### src/sv/mtto_pkg.sv
package mtto_pkg;

	localparam int QDEPTH = 2;

	localparam logic [7:0] CH_SPACE = 8'd32;
	localparam logic [7:0] CH_LF    = 8'd10;
	localparam logic [7:0] CH_SEMI  = 8'h3B;
	localparam logic [7:0] CH_LA    = 8'h61;
	localparam logic [7:0] CH_LZ    = 8'h7A;
	localparam logic [7:0] CASE_OFS = 8'd32;
	localparam logic [7:0] HEX_GAP  = 8'd7;

	typedef struct packed {
		logic [23:0] text;
		logic [2:0]  len;
	} tok_t;

	function automatic logic [23:0] k1(input logic [7:0] a);
		return {a, 16'h0000};
	endfunction

	function automatic logic [23:0] k2(input logic [15:0] a);
		return {a, 8'h00};
	endfunction

	function automatic logic is_hex(input logic [7:0] c);
		return (c >= "0" && c <= "9") || (c >= "A" && c <= "F");
	endfunction

	function automatic logic [3:0] hex_val(input logic [7:0] c);
		logic [7:0] v;
		v = c - "0";
		if (v > 8'd9) v = v - HEX_GAP;
		return v[3:0];
	endfunction

	// key holds first byte in the top bits, unused bytes zero
	function automatic logic [8:0] lookup(input logic [23:0] key);
		logic [8:0] r;
		r = 9'h000;
		case (key)
			k1("0"): r = {1'b1, 8'h00};
			k1("1"): r = {1'b1, 8'h01};
			k1("2"): r = {1'b1, 8'h02};
			k1("3"): r = {1'b1, 8'h03};
			k1("4"): r = {1'b1, 8'h04};
			k1("5"): r = {1'b1, 8'h05};
			k1("6"): r = {1'b1, 8'h06};
			k1("7"): r = {1'b1, 8'h07};
			k1("8"): r = {1'b1, 8'h08};
			k1("9"): r = {1'b1, 8'h09};
			k2("0A"): r = {1'b1, 8'h0A};
			k2("0B"): r = {1'b1, 8'h0B};
			k2("0C"): r = {1'b1, 8'h0C};
			k2("0D"): r = {1'b1, 8'h0D};
			k2("0E"): r = {1'b1, 8'h0E};
			k2("0F"): r = {1'b1, 8'h0F};
			k2("E'"): r = {1'b1, 8'h10};
			k1("A"): r = {1'b1, 8'h11};
			k1("B"): r = {1'b1, 8'h12};
			k1("C"): r = {1'b1, 8'h13};
			k1("D"): r = {1'b1, 8'h14};
			k1("E"): r = {1'b1, 8'h15};
			k2("A'"): r = {1'b1, 8'h16};
			k2("B'"): r = {1'b1, 8'h17};
			k2("C'"): r = {1'b1, 8'h18};
			k2("D'"): r = {1'b1, 8'h19};
			"A''": r = {1'b1, 8'h1A};
			"B''": r = {1'b1, 8'h1B};
			"C''": r = {1'b1, 8'h1C};
			"D''": r = {1'b1, 8'h1D};
			"E''": r = {1'b1, 8'h1E};
			k1("F"): r = {1'b1, 8'h1F};
			"2ND": r = {1'b1, 8'h21};
			"INV": r = {1'b1, 8'h22};
			"LNX": r = {1'b1, 8'h23};
			k2("CE"): r = {1'b1, 8'h24};
			"CLR": r = {1'b1, 8'h25};
			"SB*": r = {1'b1, 8'h26};
			"HI*": r = {1'b1, 8'h27};
			"LOG": r = {1'b1, 8'h28};
			k2("CP"): r = {1'b1, 8'h29};
			"COD": r = {1'b1, 8'h2B};
			"LG2": r = {1'b1, 8'h2C};
			"RND": r = {1'b1, 8'h2D};
			"TAN": r = {1'b1, 8'h30};
			"LRN": r = {1'b1, 8'h31};
			"X/T": r = {1'b1, 8'h32};
			k2("X2"): r = {1'b1, 8'h33};
			"SQR": r = {1'b1, 8'h34};
			"1/X": r = {1'b1, 8'h35};
			"PGM": r = {1'b1, 8'h36};
			"P/R": r = {1'b1, 8'h37};
			"SIN": r = {1'b1, 8'h38};
			"COS": r = {1'b1, 8'h39};
			"TMP": r = {1'b1, 8'h3A};
			"X/Y": r = {1'b1, 8'h3B};
			"SNH": r = {1'b1, 8'h3C};
			"CSH": r = {1'b1, 8'h3D};
			"TNH": r = {1'b1, 8'h3E};
			"IND": r = {1'b1, 8'h40};
			"SST": r = {1'b1, 8'h41};
			"STO": r = {1'b1, 8'h42};
			"RCL": r = {1'b1, 8'h43};
			"SUM": r = {1'b1, 8'h44};
			k2("YX"): r = {1'b1, 8'h45};
			"INS": r = {1'b1, 8'h46};
			"CMS": r = {1'b1, 8'h47};
			"EXC": r = {1'b1, 8'h48};
			"PRD": r = {1'b1, 8'h49};
			"BAT": r = {1'b1, 8'h4A};
			k2("N!"): r = {1'b1, 8'h4B};
			"LN!": r = {1'b1, 8'h4C};
			"LG!": r = {1'b1, 8'h4D};
			"MD2": r = {1'b1, 8'h4E};
			"IXI": r = {1'b1, 8'h50};
			"BST": r = {1'b1, 8'h51};
			k2("EE"): r = {1'b1, 8'h52};
			k1("("): r = {1'b1, 8'h53};
			k1(")"): r = {1'b1, 8'h54};
			k1("/"): r = {1'b1, 8'h55};
			"DEL": r = {1'b1, 8'h56};
			"ENG": r = {1'b1, 8'h57};
			"FIX": r = {1'b1, 8'h58};
			"INT": r = {1'b1, 8'h59};
			"LCD": r = {1'b1, 8'h5A};
			"LFT": r = {1'b1, 8'h5B};
			"RGH": r = {1'b1, 8'h5C};
			"ROU": r = {1'b1, 8'h5D};
			"MOD": r = {1'b1, 8'h5E};
			"DEG": r = {1'b1, 8'h60};
			"GTO": r = {1'b1, 8'h61};
			"PG*": r = {1'b1, 8'h62};
			"EX*": r = {1'b1, 8'h63};
			"PD*": r = {1'b1, 8'h64};
			k1("*"): r = {1'b1, 8'h65};
			"PAU": r = {1'b1, 8'h66};
			k2("EQ"): r = {1'b1, 8'h67};
			"NOP": r = {1'b1, 8'h68};
			k2("OP"): r = {1'b1, 8'h69};
			"REL": r = {1'b1, 8'h6A};
			"IN*": r = {1'b1, 8'h6B};
			"RE*": r = {1'b1, 8'h6C};
			"IF*": r = {1'b1, 8'h6D};
			"AND": r = {1'b1, 8'h6E};
			"RAD": r = {1'b1, 8'h70};
			"SBR": r = {1'b1, 8'h71};
			"ST*": r = {1'b1, 8'h72};
			"RC*": r = {1'b1, 8'h73};
			"SM*": r = {1'b1, 8'h74};
			k1("-"): r = {1'b1, 8'h75};
			"LBL": r = {1'b1, 8'h76};
			k2("GE"): r = {1'b1, 8'h77};
			"STA": r = {1'b1, 8'h78};
			"AVR": r = {1'b1, 8'h79};
			k2("IF"): r = {1'b1, 8'h7A};
			"XOR": r = {1'b1, 8'h7E};
			"GRD": r = {1'b1, 8'h80};
			"RST": r = {1'b1, 8'h81};
			"HIR": r = {1'b1, 8'h82};
			"GO*": r = {1'b1, 8'h83};
			"OP*": r = {1'b1, 8'h84};
			k1("+"): r = {1'b1, 8'h85};
			"STF": r = {1'b1, 8'h86};
			"IFF": r = {1'b1, 8'h87};
			"DMS": r = {1'b1, 8'h88};
			k2("PI"): r = {1'b1, 8'h89};
			"REG": r = {1'b1, 8'h8A};
			"HEX": r = {1'b1, 8'h8B};
			"BIN": r = {1'b1, 8'h8C};
			"OCT": r = {1'b1, 8'h8D};
			k2("OR"): r = {1'b1, 8'h8E};
			"LST": r = {1'b1, 8'h90};
			"R/S": r = {1'b1, 8'h91};
			"RTN": r = {1'b1, 8'h92};
			k1("."): r = {1'b1, 8'h93};
			"+/-": r = {1'b1, 8'h94};
			k1("="): r = {1'b1, 8'h95};
			"WRT": r = {1'b1, 8'h96};
			"DSZ": r = {1'b1, 8'h97};
			"ADV": r = {1'b1, 8'h98};
			"PRT": r = {1'b1, 8'h99};
			"PHI": r = {1'b1, 8'h9A};
			"DEC": r = {1'b1, 8'h9B};
			"INC": r = {1'b1, 8'h9C};
			"NOT": r = {1'b1, 8'h9D};
			k1("%"): r = {1'b1, 8'h9E};
			"...": r = {1'b1, 8'hFF};
			default: r = 9'h000;
		endcase
		return r;
	endfunction

endpackage

### src/sv/mtto_front.sv
module mtto_front import mtto_pkg::*; (
	input  logic       clk,
	input  logic       arst_n,
	input  logic       take,
	input  logic [7:0] char_in,
	input  logic       is_last,
	output logic       push,
	output tok_t       push_tok
);

	logic [23:0] text_q;
	logic [2:0]  len_q;
	logic        comment_q;
	logic [7:0]  c;
	logic        white;
	logic [23:0] p_text;
	logic [2:0]  p_len;
	logic        p_comment;
	logic        emit;

	always_comb begin
		c = char_in;
		if (c >= CH_LA && c <= CH_LZ) c = c - CASE_OFS;
		white = (c <= CH_SPACE);
		p_text = text_q;
		p_len = len_q;
		p_comment = comment_q;
		if (comment_q) begin
			if (c == CH_LF) p_comment = 1'b0;
		end else if (!white) begin
			if (len_q == 3'd0 && c == CH_SEMI) begin
				p_comment = 1'b1;
			end else begin
				if (len_q < 3'd3) p_text[len_q[1:0]*8 +: 8] = c;
				if (len_q < 3'd4) p_len = len_q + 3'd1;
			end
		end
		// whitespace leaves text untouched, so p_* is the token in both cases
		emit = (!comment_q && white && len_q != 3'd0) || (is_last && p_len != 3'd0);
	end

	assign push = take && emit;
	assign push_tok = '{text: p_text, len: p_len};

	always_ff @(posedge clk or negedge arst_n) begin
		if (!arst_n) begin
			text_q <= '0;
			len_q <= '0;
			comment_q <= 1'b0;
		end else if (take) begin
			if (emit || is_last) begin
				text_q <= '0;
				len_q <= '0;
			end else begin
				text_q <= p_text;
				len_q <= p_len;
			end
			comment_q <= p_comment && !is_last;
		end
	end

endmodule

### src/sv/mtto_fifo.sv
module mtto_fifo import mtto_pkg::*; #(
	parameter int Depth = QDEPTH
) (
	input  logic clk,
	input  logic arst_n,
	input  logic push,
	input  tok_t push_tok,
	input  logic pop,
	output logic not_full,
	output logic not_empty,
	output tok_t head
);

	localparam int PW = (Depth > 1) ? $clog2(Depth) : 1;
	localparam int CW = $clog2(Depth + 1);

	tok_t          mem_q [Depth];
	logic [PW-1:0] wr_q, rd_q;
	logic [CW-1:0] cnt_q;

	assign not_full = cnt_q != CW'(Depth);
	assign not_empty = cnt_q != '0;
	assign head = mem_q[rd_q];

	function automatic logic [PW-1:0] nxt(input logic [PW-1:0] p);
		return (p == PW'(Depth - 1)) ? '0 : p + PW'(1);
	endfunction

	always_ff @(posedge clk) begin
		if (push) mem_q[wr_q] <= push_tok;
	end

	always_ff @(posedge clk or negedge arst_n) begin
		if (!arst_n) begin
			wr_q <= '0;
			rd_q <= '0;
			cnt_q <= '0;
		end else begin
			if (push) wr_q <= nxt(wr_q);
			if (pop) rd_q <= nxt(rd_q);
			if (push && !pop) cnt_q <= cnt_q + CW'(1);
			else if (pop && !push) cnt_q <= cnt_q - CW'(1);
		end
	end

endmodule

### src/sv/mtto_back.sv
module mtto_back import mtto_pkg::*; (
	input  logic        clk,
	input  logic        arst_n,
	input  logic        tok_valid,
	input  tok_t        tok,
	output logic        pop,
	output logic        out_valid,
	input  logic        out_ready,
	output logic [7:0]  code_byte,
	output logic        unknown_token,
	output logic [15:0] running_sum
);

	logic [7:0]  c0, c1, c2;
	logic [8:0]  hit;
	logic        known;
	logic [7:0]  code;
	logic        valid_q;
	logic [7:0]  code_q;
	logic        unk_q;
	logic [15:0] sum_q;
	logic        load;

	always_comb begin
		c0 = tok.text[7:0];
		c1 = tok.text[15:8];
		c2 = tok.text[23:16];
		if (c0 == "W" && c1 == "R" && c2 == "I") c2 = "T";
		if (c0 == "G" && c1 == "T" && c2 == "*") c1 = "O";
		hit = lookup({c0, c1, c2});
		known = 1'b0;
		code = 8'h00;
		if (tok.len <= 3'd3) begin
			if (hit[8]) begin
				known = 1'b1;
				code = hit[7:0];
			end else if (tok.len == 3'd2 && c0 >= "0" && c0 <= "9" && is_hex(c1)) begin
				known = 1'b1;
				code = {c0[3:0], hex_val(c1)};
			end else if (tok.len == 3'd3 && c0 == "0" && is_hex(c1) && is_hex(c2)) begin
				known = 1'b1;
				code = {hex_val(c1), hex_val(c2)};
			end
		end
	end

	assign load = tok_valid && (!valid_q || out_ready);
	assign pop = load;

	always_ff @(posedge clk or negedge arst_n) begin
		if (!arst_n) begin
			valid_q <= 1'b0;
			sum_q <= '0;
		end else begin
			if (load) valid_q <= 1'b1;
			else if (out_ready) valid_q <= 1'b0;
			if (load && known) sum_q <= sum_q + {8'h00, code};
		end
	end

	always_ff @(posedge clk) begin
		if (load) begin
			code_q <= code;
			unk_q <= !known;
		end
	end

	assign out_valid = valid_q;
	assign code_byte = code_q;
	assign unknown_token = unk_q;
	assign running_sum = sum_q;

	a_unk_zero: assert property (@(posedge clk) disable iff (!arst_n)
		valid_q && unk_q |-> code_q == 8'h00)
		else $error("unknown token with nonzero code");
	a_unk_sum: assert property (@(posedge clk) disable iff (!arst_n)
		load && !known |=> sum_q == $past(sum_q))
		else $error("sum moved on unknown token");
	a_load_valid: assert property (@(posedge clk) disable iff (!arst_n)
		load |=> valid_q)
		else $error("loaded result not presented");

endmodule

### src/sv/mnemonic_token_to_opcode.sv
// Mnemonic token to code converter.
// Input channel: one source byte per request (char_in, is_last) on
// in_valid/in_ready. Letters fold to upper case, bytes up to 32 separate
// tokens, ';' at token start opens a comment up to line feed.
// Output channel: one request per finished token (code_byte, unknown_token,
// running_sum) on out_valid/out_ready; running_sum includes this code.
// Throughput: one byte per cycle while in_ready is high. The front end
// classifies bytes and builds tokens, a small token queue (QueueDepth
// entries) feeds the back end, which does the table match and sum update
// into an output register.
// A token is written into the queue when the byte that ends it (whitespace
// or is_last) is accepted, and its result is registered when it is popped.
// Reset clears the token, comment flag, running sum and queue.
// When the receiver stalls, the output register holds, the queue fills and
// in_ready drops once the queue is full.
module mnemonic_token_to_opcode import mtto_pkg::*; #(
	parameter int QueueDepth = QDEPTH
) (
	input  logic        clk,
	input  logic        arst_n,
	input  logic        in_valid,
	output logic        in_ready,
	input  logic [7:0]  char_in,
	input  logic        is_last,
	output logic        out_valid,
	input  logic        out_ready,
	output logic [7:0]  code_byte,
	output logic        unknown_token,
	output logic [15:0] running_sum
);

	logic take, push, pop, not_full, not_empty;
	tok_t push_tok, head;

	assign in_ready = not_full;
	assign take = in_valid && in_ready;

	mtto_front u_front (
		.clk(clk), .arst_n(arst_n), .take(take), .char_in(char_in),
		.is_last(is_last), .push(push), .push_tok(push_tok)
	);

	mtto_fifo #(.Depth(QueueDepth)) u_fifo (
		.clk(clk), .arst_n(arst_n), .push(push), .push_tok(push_tok), .pop(pop),
		.not_full(not_full), .not_empty(not_empty), .head(head)
	);

	mtto_back u_back (
		.clk(clk), .arst_n(arst_n), .tok_valid(not_empty), .tok(head), .pop(pop),
		.out_valid(out_valid), .out_ready(out_ready), .code_byte(code_byte),
		.unknown_token(unknown_token), .running_sum(running_sum)
	);

endmodule

### config.mk
export PLATFORM = sky130hd
export DESIGN_NAME = mnemonic_token_to_opcode
export DESIGN_NICKNAME = d
export VERILOG_FILES = /design/src/sv/mtto_pkg.sv /design/src/sv/mtto_front.sv /design/src/sv/mtto_fifo.sv /design/src/sv/mtto_back.sv /design/src/sv/mnemonic_token_to_opcode.sv
export SDC_FILE = /design/constraint.sdc
export NUM_CORES = 1
export LEC_CHECK = 0
export ABC_AREA = 1
export BUFFER_PORTS_ARGS = -buffer_cell sky130_fd_sc_hd__buf_4
export CORE_ASPECT_RATIO = 1.75
export CORE_MARGIN = 2
export CORE_UTILIZATION = 55
export CTS_CLUSTER_SIZE = 16
export DETAILED_ROUTE_END_ITERATION = 8
export GPL_TIMING_DRIVEN = 0
export PLACE_DENSITY_LB_ADDON = 0.08
export RECOVER_POWER = 100
export SYNTH_ARGS = -nofsm -noshare
export SYNTH_HDL_FRONTEND = slang
export SYNTH_SLANG_ARGS = --single-unit
### constraint.sdc
create_clock -name clk -period 6.7 [get_ports clk]
set_clock_uncertainty 0.15 [all_clocks]
set_input_delay 1.34 -clock clk [delete_from_list [all_inputs] [get_ports clk]]
set_output_delay 1.34 -clock clk [all_outputs]
set_load 0.02 [all_outputs]
==> results of run 1 <==
-- repair_timing --
| item | CTS |
|---|---|
| endpoints found under the setup margin | 11 |
| hold buffers | 0 |
| pin swaps | 22 |
| cloned | 2 |
| gates resized for setup | 74 |
| buffers inserted | 28 |
-- Yosys cell counts, types with 13 or more instances --
cell type,count,share of area (%)
o21ai_0,75,3.5
clkbuf_1,25,0.87
nand2_2,22,1.3
inv_1,220,7.6
nand2_1,421,15
edfxtp_1,63,17
a21oi_1,25,1.2
nor2_2,20,1.2
xor2_1,17,1.4
nand3_2,13,1.2
nor3_1,47,2.2
dfrtp_1,49,11
nand4_1,90,5.2
nand3_1,182,8.4
nor2_1,296,10
ha_1,21,2.4
-- per-layer routing --
| layer | track usage, % | overflow |
|---|---|---|
| met3 | 44.0 | 3 |
| met1 | 64.5 | 0 |
| met5 | 5.61 | 0 |
| met2 | 84.0 | 44 |
| met4 | 69.5 | 40 |
-- logic make-up after synthesis --
logic type               synth area share, %
flip-flops                              28.8
adder cells (fa/ha/maj)                 2.61
buffers and inverters                   10.6
AND/OR/NAND/NOR                         48.7
XOR/XNOR                                1.54
AO/OA/AOI/OAI                           7.75
-- metrics by stage --
step | util, % | hold slack [ps] | TNS [ps] | setup slack, ps | instances
floorplan | - | 296 | 0 | 885 | 1722
global placement | 59.4 | 312 | -6110 | -986 | 2002
detailed placement | 59.7 | 326 | -8200 | -1210 | 2004
CTS | 64.2 | 341 | 0 | 7.07 | 2050
==> out/metrics.csv, run 1 <==
stage;metric;value;unit
run_status;outcome;aborted with a tool error;
run_status;Exit stage;5_1_grt;
run_status;stop err;[ERROR GRT-0116] Global routing finished with congestion. Check the congestion regions in the DRC Viewer.;
global_route;Total GRT Usage;65.2;%
global_route;largest net degree at the start of global routing;50;
placement;GPL Wtd Cong;1.24;
floorplanning;Die Wd;110;um
logic_synthesis;fraction of registers with async set/reset;43.8;%
logic_synthesis;Cells after Synth;1722;
clock_network;clk sinks;112;
placement;Post-DP HPWL;42100;um
clock_network;CTS Buf Count;9;
placement;Area after DPL;11500;um^2
logic_synthesis;Mean Syn Cell Area;6.28;um^2
global_route;vias in the first global route;15100;
clock_network;H-tree levels;3;
global_route;first-pass GRT wire length;99600;um
logic_synthesis;EDFF count, synth;63;
clock_network;CTS max path bufs;2;
logic_synthesis;Post-Syn Nets;1757;
floorplanning;Rows;67;
logic_synthesis;post-synthesis register bit count;112;
placement;PortBufs;39;
logic_synthesis;Post-Syn Area;10800;um^2
floorplanning;starting density of the core;56.4;%
floorplanning;IO Count;40;
logic_synthesis;Unique masters post-synth;54;
floorplanning;DIE HEIGHT;190;um
logic_synthesis;YS warnings;0;
logic_synthesis;Synth Flop Type;edfxtp_1;
clock_network;Root Buffer;clkbuf_16;
global_route;grt total ovfl;87;
logic_synthesis;sequential fraction of the synthesis area;28.8;%
==> inputs of run 2 (changes only) <==
- CORE_ASPECT_RATIO: 1.75 -> not set
- CORE_UTILIZATION: 55 -> 40
- CTS_CLUSTER_SIZE: 16 -> not set
- PLACE_DENSITY_LB_ADDON: 0.08 -> 0.15
==> out/metrics.csv, run 2 <==
stage;metric;value;unit
logic_synthesis;Yosys top cell by area;edfxtp_1;
timing;Max Clk Rate;0.154;GHz
floorplanning;starting density of the core;40.5;%
critical_path;Crit-path slowest cell;dfrtp_1;
clock_network;clk sinks;112;
logic_synthesis;Post-Syn Area;10800;um^2
logic_synthesis;top post-synthesis cells by area;edfxtp_1 (17%), nand2_1 (15%), dfrtp_1 (11%), nor2_1 (10%), nand3_1 (8.4%);
floorplanning;IO Count;40;
power;P_leak;0.00634;uW
floorplanning;core area;26700;um^2
critical_path;crit path max fanout;10;
logic_synthesis;Cells after Synth;1722;
power;Gate power share;58.8;%
clock_network;CTS tree;done;
timing;final hold slack;327;ps
run_status;outcome;complete, but fails checks;
critical_path;CP max stage delay;370;ps
finish;Nets;1904;
timing;Tcrit/Tclk final;97.0;%
run_status;failing checks;capacitance limit, slew limit;
finish;Fillers;2813;
job;Max Cap Violations;1;
finish;Biggest register;u_fifo.mem_q;
logic_synthesis;Mean Syn Cell Area;6.28;um^2
global_route;first-pass GRT wire length;80100;um
global_route;antenna violations before repair;2;
routing;DR iter-0 viols;1683;
global_route;vias in the first global route;12500;
worst_hold_path;worst min-delay path category;reg -> reg;
timing;Slew HR;-84.2;%
finish;footprint of the multi-input gates;7320;um^2
finish;area delta synth->final;23.9;%
floorplanning;Rows;60;
global_route;Total GRT Usage;38.7;%
power;switching pwr;1780;uW
placement;PortBufs;39;
logic_synthesis;most numerous cell in the Yosys netlist;nand2_1;
routing;DRT antenna net count;0;
finish;max reg flops;54;
routing;Met2 Wirelength;25000;um
timing;fin crit period;6500;ps
clock_network;Skew-Pair Late Insertion Delay;340;ps
power;Reg power frac;26.5;%
logic_synthesis;fraction of registers with async set/reset;43.8;%
critical_path;critical path's most frequent cell;nand2_1;
power;Max VDD drop;0.279;mV
critical_path;critical path class;reg -> reg;
routing;drt drc;0;
clock_network;clk slew on worst S/H paths;80;ps
critical_path;Worst Setup Start Kind;register;
placement;Post-DP HPWL;42100;um
logic_synthesis;post-synth top area share;17.5;%
placement;GPL Wtd Cong;1.09;
routing;Top Layer Used;met4;
logic_synthesis;EDFF count, synth;63;
global_route;grt total ovfl;0;
finish;commonest non-fill, non-tap cell in the layout;nand2_1;
timing;endpoints failing hold;0;
power;Int Pwr;1720;uW
finish;Seq. cell area;3120;um^2
finish;commonest non-fill, non-tap cells in the layout;nand2_1 (385), nor2_1 (251), inv_1 (216);
timing;Slew Viols, Final;50;
logic_synthesis;Synth Flop Type;edfxtp_1;
power;Sw Share;50.9;%
clock_network;CTS Buf Count;9;
routing;met1 WL;19700;um
finish;ANT cells;0;
critical_path;Data required, critical path;6830;ps
routing;final wirelength;55500;um
floorplanning;DIE HEIGHT;168;um
clock_network;CTS max path bufs;2;
global_route;largest net degree at the start of global routing;50;
power;Clk pwr share;14.7;%
routing;Vias/cell;5.97;
routing;drt pass-1 iters;7;
logic_synthesis;post-synthesis register bit count;112;
critical_path;Critical Path End Type;register;
power;Final Power;3500;uW
critical_path;critical path arrival;6630;ps
clock_network;Root Buffer;clkbuf_16;
timing;Least-Margin Pin Slew;2760;ps
logic_synthesis;Post-synth top cells;nand2_1 (421), nor2_1 (296), inv_1 (220), nand3_1 (182), nand4_1 (90);
logic_synthesis;Post-Syn Nets;1757;
logic_synthesis;sequential fraction of the synthesis area;28.8;%
clock_network;CTS Hold Buffers Added;0;
routing;via count;13200;
floorplanning;die area;28400;um^2
power;PwrDens;261;nW/um^2
logic_synthesis;YS warnings;0;
timing;setup violators final;0;
floorplanning;Die Wd;168;um
routing;DR WL met3;5760;um
clock_network;H-tree levels;3;
routing;WL/cell;25.1;um
finish;layout cells sized above 1;19.4;%
logic_synthesis;Unique masters post-synth;54;
==> run 2: cell counts after synthesis <==
Identical to the previous run, type by type.
==> run 2: cell type report <==
type / count / share of cell area (%)
clock buffers: 13 / 1.94
multi-input cells: 1331 / 54.6
well taps: 341 / 3.18
flip-flops and latches: 112 / 23.3
clock inverters: 3 / 0.177
inverters: 232 / 6.69
repair buffers: 137 / 7.66
plain buffers: 46 / 2.47
==> run 2: power groups by stage <==
stage | clock network (uW) | logic [uW] | registers, uW
global route | 548 | 2200 | 937
detailed placement | 0 | 1660 | 939
CTS | 523 | 1810 | 926
global placement | 0 | 1630 | 939
floorplan | 0 | 1110 | 958
finish | 514 | 2060 | 928
==> run 2: stage by stage <==
stage / instances / setup TNS, ps / cell area (um^2) / util (%) / worst slack, ps
6_report: 2215 / 0 / 13400 / 50.2 / 198
5_1_grt: 2215 / -699 / 13400 / 50.2 / -209
4_1_cts: 2161 / 0 / 12600 / 47.2 / 3.49
3_5_place_dp: 2105 / -7410 / 11600 / 43.3 / -1050
3_3_place_gp: 2102 / -7360 / 11500 / 43.2 / -1040
2_1_floorplan: 1722 / 0 / 10800 / - / 885
==> run 2: worst paths after layout <==
kind                                              from                            endpoint  slack (ps)  cells past startpoint
min reg2reg                u_fifo.cnt_q[0]$_DFFE_PN0P_         u_fifo.cnt_q[0]$_DFFE_PN0P_         330                      1
max reg2reg                    u_fifo.rd_q$_DFFE_PN0P_  u_back.running_sum[13]$_DFFE_PN0P_         200                     44
max in group asynchronous                       arst_n       u_front.text_q[0]$_DFFE_PN0P_        3080                      1
min                        u_fifo.cnt_q[0]$_DFFE_PN0P_         u_fifo.cnt_q[0]$_DFFE_PN0P_         330                      1
min in group asynchronous                       arst_n  u_back.running_sum[10]$_DFFE_PN0P_        1710                      1
max                            u_fifo.rd_q$_DFFE_PN0P_  u_back.running_sum[13]$_DFFE_PN0P_         200                     44
==> run 2: routing by layer <==
metal / vias to the layer above / global-route usage, %
met2: 850 / 63.2
met4: 0 / 27.1
met1: 6126 / 44.9
li1: 5987 / -
met3: 266 / 9.40
met5: - / 0
==> run 2: cells by family (layout without fill, tap and decap cells) <==
| kind of cell | count (synthesis) | in the layout | synth area share, % |
|---|---|---|---|
| compound gates | 148 | 148 | 7.75 |
| xor+xnor | 19 | 19 | 1.54 |
| fa+ha+maj | 22 | 22 | 2.61 |
| buf+inv | 279 | 431 | 10.6 |
| flops | 112 | 112 | 28.8 |
| simple gates | 1142 | 1142 | 48.7 |
==> run 2: worst max-delay path, delay by kind of cell (launching register included) <==
kind,cells,cell delay (ps)
xor gates and xnor gates,1,140
DFF,1,370
buffers and inverters,7,970
adders and majority gates,2,540
and+or+nand+nor,28,3530
AOI/OAI and AO/OA,6,730
==> run 2: timing repair <==
item                                    CTS  global route
endpoints found under the setup margin   11            10
setup buffers                            40            54
gates resized for setup                  88           141
pin swaps                                22            59
cloned                                    1             0
(Power assumes the default switching activity.)
